File: config.mk
export PLATFORM = sky130hd
export DESIGN_NAME = akt_cell
export DESIGN_NICKNAME = d
export VERILOG_FILES = /design/src/sv/akt_pkg.sv /design/src/sv/akt_cell.sv
export SDC_FILE = /design/constraint.sdc
export NUM_CORES = 1
export LEC_CHECK = 0
export ABC_CLOCK_PERIOD_IN_PS = 6460
export BUFFER_PORTS_ARGS = -buffer_cell sky130_fd_sc_hd__buf_2
export CAP_MARGIN = 20
export CORE_UTILIZATION = 48
export CTS_CLUSTER_SIZE = 8
export DETAILED_ROUTE_END_ITERATION = 6
export PLACE_DENSITY = 0.83
export RECOVER_POWER = 100
export SLEW_MARGIN = 20
export SYNTH_ARGS = -nofsm -noshare
export SYNTH_HDL_FRONTEND = slang
export SYNTH_SLANG_ARGS = --single-unit
File: constraint.sdc
create_clock -name clk -period 6.46 [get_ports clk]
set_clock_uncertainty 0.1 [all_clocks]
set_input_delay 0.969 -clock clk [delete_from_list [all_inputs] [get_ports clk]]
set_output_delay 0.969 -clock clk [all_outputs]
set_load 0.005 [all_outputs]
File: src/sv/akt_pkg.sv
// Shared types and constants of the aged key table.
// Payload structs for the command and response channels and the commit write,
// the scan token that walks the cell chain, and the flag and status codes.
package akt_pkg;

    localparam int AGE_W     = 4;
    localparam int VALUE_W   = 32;
    localparam int ATTR_W    = 16;
    localparam int OWNER_W   = 4;
    localparam int STATUS_W  = 3;
    localparam int SLOT_W    = 5;
    localparam int LIVE_W    = 6;
    localparam int VERSION_W = 32;

    typedef logic [AGE_W-1:0]    akt_age_t;
    typedef logic [1:0]          akt_flag_t;
    typedef logic [STATUS_W-1:0] akt_status_t;

    localparam akt_age_t AGE_MAX         = 4'd15;
    localparam akt_age_t AGE_LIMIT_RESET = 4'd3;

    // Entry flags.
    localparam akt_flag_t FLAG_FREE     = 2'd0;
    localparam akt_flag_t FLAG_USED     = 2'd1;
    localparam akt_flag_t FLAG_DELETING = 2'd2;

    // Operation codes.
    localparam logic OP_INSERT = 1'b0;
    localparam logic OP_DELETE = 1'b1;

    // Result status codes.
    localparam akt_status_t ST_INSERTED  = 3'd0;
    localparam akt_status_t ST_DUPLICATE = 3'd1;
    localparam akt_status_t ST_FULL      = 3'd2;
    localparam akt_status_t ST_DELETED   = 3'd3;
    localparam akt_status_t ST_NOT_FOUND = 3'd4;

    typedef struct packed {
        logic               operation;
        logic [VALUE_W-1:0] key_value;
        logic [ATTR_W-1:0]  key_attr;
        logic [OWNER_W-1:0] owner_id;
    } akt_cmd_t;

    typedef struct packed {
        akt_status_t          status;
        logic [SLOT_W-1:0]    slot;
        logic [LIVE_W-1:0]    live_count;
        logic [VERSION_W-1:0] version;
    } akt_rsp_t;

    // Token that travels one cell per cycle and collects the scan result.
    typedef struct packed {
        logic               active;
        logic               operation;
        logic [VALUE_W-1:0] key_value;
        logic [ATTR_W-1:0]  key_attr;
        logic               hit;
        logic               have_free;
        logic               have_old;
        akt_age_t           best_age;
    } akt_scan_t;

    // Write of a new entry, broadcast to all cells after the scan.
    typedef struct packed {
        logic               valid;
        logic [VALUE_W-1:0] key_value;
        logic [ATTR_W-1:0]  key_attr;
        logic [OWNER_W-1:0] owner_id;
    } akt_commit_t;

endpackage

File: src/sv/akt_cell.sv
// One table entry of the aged key table and its stage of the scan chain.
// Uses akt_pkg for the scan token, commit struct and entry codes.
module akt_cell #(
    parameter int  TABLE_DEPTH = 32,
    parameter int  CELL_INDEX  = 0,
    localparam int IDX_W       = $clog2(TABLE_DEPTH)
) (
    input  logic                 clk,
    input  logic                 rst_n,
    input  akt_pkg::akt_age_t    age_limit,
    input  akt_pkg::akt_scan_t   scan_in,
    input  logic [IDX_W-1:0]     first_idx_in,
    input  logic [IDX_W-1:0]     old_idx_in,
    output akt_pkg::akt_scan_t   scan_out,
    output logic [IDX_W-1:0]     first_idx_out,
    output logic [IDX_W-1:0]     old_idx_out,
    input  akt_pkg::akt_commit_t commit,
    input  logic [IDX_W-1:0]     commit_idx
);

    localparam logic [IDX_W-1:0] MY_IDX = IDX_W'(CELL_INDEX);

    akt_pkg::akt_flag_t                 flag_reg, flag_next;
    akt_pkg::akt_age_t                  age_reg, age_next;
    logic [akt_pkg::VALUE_W-1:0]        value_reg, value_next;
    logic [akt_pkg::ATTR_W-1:0]         attr_reg, attr_next;
    logic [akt_pkg::OWNER_W-1:0]        owner_reg, owner_next;
    akt_pkg::akt_scan_t                 scan_reg, scan_next;
    logic [IDX_W-1:0]                   first_idx_reg, first_idx_next;
    logic [IDX_W-1:0]                   old_idx_reg, old_idx_next;
    logic                               key_match;
    akt_pkg::akt_age_t                  age_inc;

    assign key_match = (value_reg == scan_in.key_value) && (attr_reg == scan_in.key_attr);
    assign age_inc   = (age_reg == akt_pkg::AGE_MAX) ? akt_pkg::AGE_MAX
                                                     : age_reg + akt_pkg::akt_age_t'(1);

    always_comb
    begin
        flag_next      = flag_reg;
        age_next       = age_reg;
        value_next     = value_reg;
        attr_next      = attr_reg;
        owner_next     = owner_reg;
        scan_next      = scan_in;
        first_idx_next = first_idx_in;
        old_idx_next   = old_idx_in;

        if (commit.valid && (commit_idx == MY_IDX))
        begin
            // The entry keeps its old age; delete always clears it anyway.
            flag_next  = akt_pkg::FLAG_USED;
            value_next = commit.key_value;
            attr_next  = commit.key_attr;
            owner_next = commit.owner_id;
        end
        else if (scan_in.active)
        begin
            if (scan_in.operation == akt_pkg::OP_DELETE)
            begin
                if (!scan_in.hit && (flag_reg == akt_pkg::FLAG_USED) && key_match)
                begin
                    flag_next      = akt_pkg::FLAG_DELETING;
                    age_next       = '0;
                    scan_next.hit  = 1'b1;
                    first_idx_next = MY_IDX;
                end
            end
            else
            begin
                unique case (flag_reg)
                    akt_pkg::FLAG_FREE:
                    begin
                        if (!scan_in.have_free)
                        begin
                            scan_next.have_free = 1'b1;
                            first_idx_next      = MY_IDX;
                        end
                    end
                    akt_pkg::FLAG_USED:
                    begin
                        if (key_match)
                        begin
                            scan_next.hit = 1'b1;
                        end
                    end
                    akt_pkg::FLAG_DELETING:
                    begin
                        age_next = age_inc;
                        if (age_inc >= age_limit)
                        begin
                            flag_next = akt_pkg::FLAG_FREE;
                        end
                        // Strictly greater keeps the first entry seen at the top age.
                        if (age_inc > scan_in.best_age)
                        begin
                            scan_next.best_age = age_inc;
                            scan_next.have_old = 1'b1;
                            old_idx_next       = MY_IDX;
                        end
                    end
                    default:
                    begin
                        flag_next = flag_reg;
                    end
                endcase
            end
        end
    end

    always_ff @(posedge clk or negedge rst_n)
    begin
        if (!rst_n)
        begin
            flag_reg <= akt_pkg::FLAG_FREE;
            age_reg  <= '0;
            scan_reg <= '0;
        end
        else
        begin
            flag_reg <= flag_next;
            age_reg  <= age_next;
            scan_reg <= scan_next;
        end
    end

    always_ff @(posedge clk)
    begin
        value_reg     <= value_next;
        attr_reg      <= attr_next;
        owner_reg     <= owner_next;
        first_idx_reg <= first_idx_next;
        old_idx_reg   <= old_idx_next;
    end

    assign scan_out      = scan_reg;
    assign first_idx_out = first_idx_reg;
    assign old_idx_out   = old_idx_reg;

endmodule

== Yosys cells after proc, flatten, opt, wreduce, memory -nomap -nowiden ==
Index checks and enable logic that the tools add are counted.

* Flip-flop bits (word level): 121
* Input bits: 131

* Add/subtract/negate cells: 1
* Order comparisons: 2
* Eq/ne operators: 7
* Muxes and demuxes: 31
* Bitwise operators: 1
* Reduce and logical (&&, ||, !) cells: 13

{| class="wikitable"
|+ Operators with widths
! operator !! count
|-
| $mux 5 || 13
|-
| $eq 32x32->1 || 1
|-
| $eq 16x16->1 || 1
|-
| $mux 4 || 4
|-
| $mux 7 || 2
|-
| $mux 2 || 6
|-
| $reduce_and 4->1 || 2
|-
| $mux 6 || 1
|-
| $reduce_bool 3->1 || 2
|-
| $logic_not 5->1 || 1
|-
| $mux 1 || 5
|-
| $add 4x1->4 const B || 1
|-
| $eq 4x4->1 const B || 1
|-
| $ge 4x4->1 || 1
|-
| $gt 4x4->1 || 1
|-
| $logic_and 1x1->1 || 4
|-
| $reduce_bool 2->1 || 2
|-
| $ne 3x1->1 const B || 1
|-
| $eq 2x1->1 const B || 1
|-
| $eq 2x2->1 const B || 1
|-
| $logic_not 2->1 || 1
|-
| $ne 2x1->1 const B || 1
|-
| $logic_not 1->1 || 1
|-
| $not 1->1 || 1
|}

== Logic depth before layout (Yosys ltp) ==
* Word-level depth: 8
* Gate-level depth with buffers: 10

== Worst setup path after synthesis ==
No wires, ideal clock.

* Kind: input to register
* From: input commit_idx[1]
* To: register attr_reg[0] (netlist bit), enable pin
* Arrival time: 2.280 ns
* Required time: 5.957 ns
* Slack: 3.677 ns
* Stages on the path: 3
* Path buffers: 0
* Cell sequence: nor2_1 -> nand4b_2 -> inv_1

* Word-level cells in the longest chain between the ends: 2

{| class="wikitable"
|+ RTL lines
! element !! RTL line !! RTL
|-
| start: declaration || akt_cell.sv:18 || <nowiki>input logic [IDX_W-1:0] commit_idx</nowiki>
|-
| $logic_not 5->1 || akt_cell.sv:49 || <nowiki>if (commit.valid && (commit_idx == MY_IDX))</nowiki>
|-
| $logic_and 1x1->1 || akt_cell.sv:49 ||
|-
| end signal: assignment || akt_cell.sv:130 || <nowiki>attr_reg <= attr_next;</nowiki>
|-
| end: declaration || akt_cell.sv:26 || <nowiki>logic [akt_pkg::ATTR_W-1:0] attr_reg, attr_next;</nowiki>
|}

Every way passes these cells.
A chain may end at the register's enable or synchronous reset.

==> PnR_summary.wiki <==
{| class="wikitable"
! Metric !! Value
|-
| Capturing element type of the critical path || async pin
|-
| Synth unique cells || 36
|-
| Cell breakdown of the critical path || clkbuf_1, clkbuf_1
|-
| Category of cells accounting for the largest share of critical-path delay || buffers and inverters
|-
| Clock root buffer || sky130_fd_sc_hd__clkbuf_8
|-
| Via count of the first global-routing pass || about 3100
|-
| Avg Synthesized Cell Area || 16.2 sq um
|-
| Iter 0 DRT Violations || 90
|-
| Max-cap viol count || 3
|-
| CTS sink count || ~120
|-
| Antenna violations before repair || 1
|-
| Longest Clk Path Bufs || 2
|-
| Final hold slack || roughly 0.47 ns
|-
| Count of hold buffers inserted by post-cts repair || 0
|-
| Net count, final || ~620
|-
| Number of input and output port buffers inserted || 193
|-
| Starting Density || 49.4%
|-
| Ratio of cells with drive above 1 in the final layout || 29.9%
|-
| Most frequent standard cell in the layout excluding fill and tap cells || sky130_fd_sc_hd__buf_2
|-
| Finished layout cell area || between 0.005 and 0.006 sq mm
|-
| TritonCTS Buffers || 17
|-
| Leakage power total || roughly 2.5 nW
|-
| Syn Nets || between 400 and 500
|-
| F_max || 287 MHz
|-
| Total setup violations reported at the end of the flow || 0
|-
| Slack of the worst reg-to-reg path || approximately 3.7 ns
|-
| Die ar. || slightly above 0.009 sq mm
|-
| Areal power density over the cells || roughly 320 mW/mm^2
|-
| Synth-to-layout area growth || 37.1%
|-
| Clk Latency, worst-skew pair || 0.49 ns
|-
| Final worst path period share || a little over half
|-
| Setup_tns || 0 ns
|-
| Flip-flop count of the largest register after layout || 57
|-
| Wirelength, routed || just under 9000 um
|-
| Setup repair bufs after CTS || 0
|-
| Data required, critical path || around 6.6 ns
|-
| Buffering stage count on the worst path with inverters included || 2
|-
| First-pass GRT wire length || 14000 um
|-
| Time the final worst path needs with I/O delays and setup || between 3 and 4 ns
|-
| Post-detail-place hpwl || between 6000 and 7000 um
|-
| Flip-flop cell with the highest count after synthesis || sky130_fd_sc_hd__dfrtp_1
|-
| Failing checks || capacitance limit, slew limit
|-
| Placeable core region || 0.00872 sq mm
|-
| Clock H-tree levels || 4
|-
| Floorplan die width || 96.7 um
|-
| Grt ovf || 0
|-
| Placement Cell Area || ~0.0054 sq mm
|-
| Synthesized cell area || about 0.0043 sq mm
|-
| Tightest slew margin relative to the limit || -31.4%
|-
| Count of nets left with antenna violations after detail routing || 0
|-
| Placer congestion estimate || approximately 0.76
|-
| Fin. max-slew vios || approximately 120
|-
| Cell with the biggest individual delay on the critical path || sky130_fd_sc_hd__clkbuf_1
|-
| Critical path data arrival time || between 3 and 4 ns
|-
| Sequential element share of the synthesized area || about three quarters
|-
| Remaining design rule violation count || 0
|-
| Synth Instances || approximately 270
|-
| Critical path class || input pin to async pin
|-
| Clock tree from TritonCTS || yes
|-
| Most frequent cells in the layout || sky130_fd_sc_hd__buf_2 (113), sky130_fd_sc_hd__clkbuf_1 (80), sky130_fd_sc_hd__dfrtp_1 (63)
|-
| Final hold violation count || 0
|-
| Most common cell type on the critical path || sky130_fd_sc_hd__clkbuf_1
|-
| Vert. Die Dim || 96.7 um
|-
| Average wire per cell in the routed design || about 15 um
|-
| Mean number of vias per cell || 4.77
|-
| Top-level I/O count || approximately 200
|-
| Total via count after detailed routing || between 2000 and 3000
|-
| Number of instances resized during post-cts repair || 0
|-
| Pin count of the biggest net entering global routing || 50
|-
| Number of standard-cell rows in the floorplan || 34
|-
| GRT Overall Usage || approximately a fifth
|-
| Router iterations before antenna repair || 4
|-
| Status || finished, violations left
|-
| Post-synthesis async set-or-reset flop share || between 50% and 60%
|-
| Type of the tightest min-delay check || register to register
|-
| RSZ-0062 raised after global routing || no
|-
| Register bit count reported by yosys || 121
|-
| Count of warnings emitted by yosys || 0
|-
| Transition time at the pin with the least slew margin || 1.97 ns
|-
| Clock-pin slew of the registers on the worst-case setup and hold paths || 0.05 ns
|-
| CP max stage delay || about 1.5 ns
|-
| Number of enable-type register cells in the synthesized netlist || 48
|-
| Maximum net fanout on the critical path || 36
|-
| Kind of start point of the critical path || input pin
|-
| Maximum VDD drop || 0.000319 V
|}
cell usage after synthesis, types with 4 or more instances:
| cell type | number | share of area, % |
|---|---|---|
| sky130_fd_sc_hd__dfrtp_1 | 63 | 37 |
| sky130_fd_sc_hd__dfxtp_1 | 10 | 4.6 |
| sky130_fd_sc_hd__edfxtp_1 | 48 | 33 |
| sky130_fd_sc_hd__ha_1 | 9 | 2.6 |
| sky130_fd_sc_hd__inv_1 | 12 | 1.0 |
| sky130_fd_sc_hd__mux2i_1 | 4 | 0.93 |
| sky130_fd_sc_hd__nand2_1 | 5 | 0.44 |
| sky130_fd_sc_hd__nand4_1 | 6 | 0.87 |
| sky130_fd_sc_hd__nor2_1 | 8 | 0.70 |
| sky130_fd_sc_hd__nor2b_1 | 7 | 1.0 |
| sky130_fd_sc_hd__nor3_1 | 4 | 0.46 |
| sky130_fd_sc_hd__nor3b_1 | 5 | 0.87 |
| sky130_fd_sc_hd__nor4_1 | 8 | 1.2 |
| sky130_fd_sc_hd__xnor2_1 | 17 | 3.5 |
| sky130_fd_sc_hd__xor2_1 | 31 | 6.3 |
metal layers:
metal / wire length (um) / vias to the layer above / GRT usage [%]
met3: 640 / 9 / 7.88
li1: - / 1363 / -
met1: 3440 / 1369 / 21.7
met5: 0 / - / 0
met2: 4680 / 122 / 34.2
met4: 97 / 0 / 6.31
power by group:
part / total, mW / internal (mW) / leakage [nW] / switching [mW]
clock: 0.968 / 0.630 / 0.294 / 0.338
combinational: 0.102 / 0.0507 / 0.987 / 0.0517
sequential: 0.835 / 0.827 / 1.26 / 0.00832
worst paths after layout:
kind                          startpoint            end  depth (start not counted)
max                                rst_n    scan_out[6]                          2
min                           age_reg[0]     age_reg[0]                          2
max reg2reg                   age_reg[0]    scan_out[1]                         10
min reg2reg                   age_reg[0]     age_reg[0]                          2
max in group clk           commit_idx[1]  value_reg[31]                          4
min in group asynchronous          rst_n   scan_out[44]                          1
metrics by stage:
step | power, mW | util [%] | instances | setup slack (ns)
6_report | 1.90 | 67.7 | 600 | 2.98
5_1_grt | 1.97 | 67.7 | 599 | 2.40
4_1_cts | 1.93 | 69.0 | 599 | 3.90
3_5_place_dp | 0.961 | 62.0 | 567 | 3.39
3_3_place_gp | 0.955 | 62.0 | 567 | 3.46
2_1_floorplan | 0.880 | - | 266 | 3.68
cell families after synthesis:
kind of cell             Yosys count  synth area share (%)
flip-flops                       121                  74.7
adder cells (fa/ha/maj)            9                  2.61
AO/OA/AOI/OAI                     13                  2.06
multiplexers                       5                  1.19
AND/OR/NAND/NOR                   57                  8.34
XOR/XNOR                          48                  9.76
buffers and inverters             13                  1.31
cell type report:
type / count / area, sq um
diodes: 1 / 2.50
clock buffers: 18 / 418
clock inverters: 14 / 196
fillers: 669 / 2820
inverters: 12 / 45.0
multi-input cells: 132 / 1020
flip-flops and latches: 121 / 3220
well taps: 108 / 135
repair buffers: 194 / 870
Note: power is estimated with default switching activity, not from simulation.
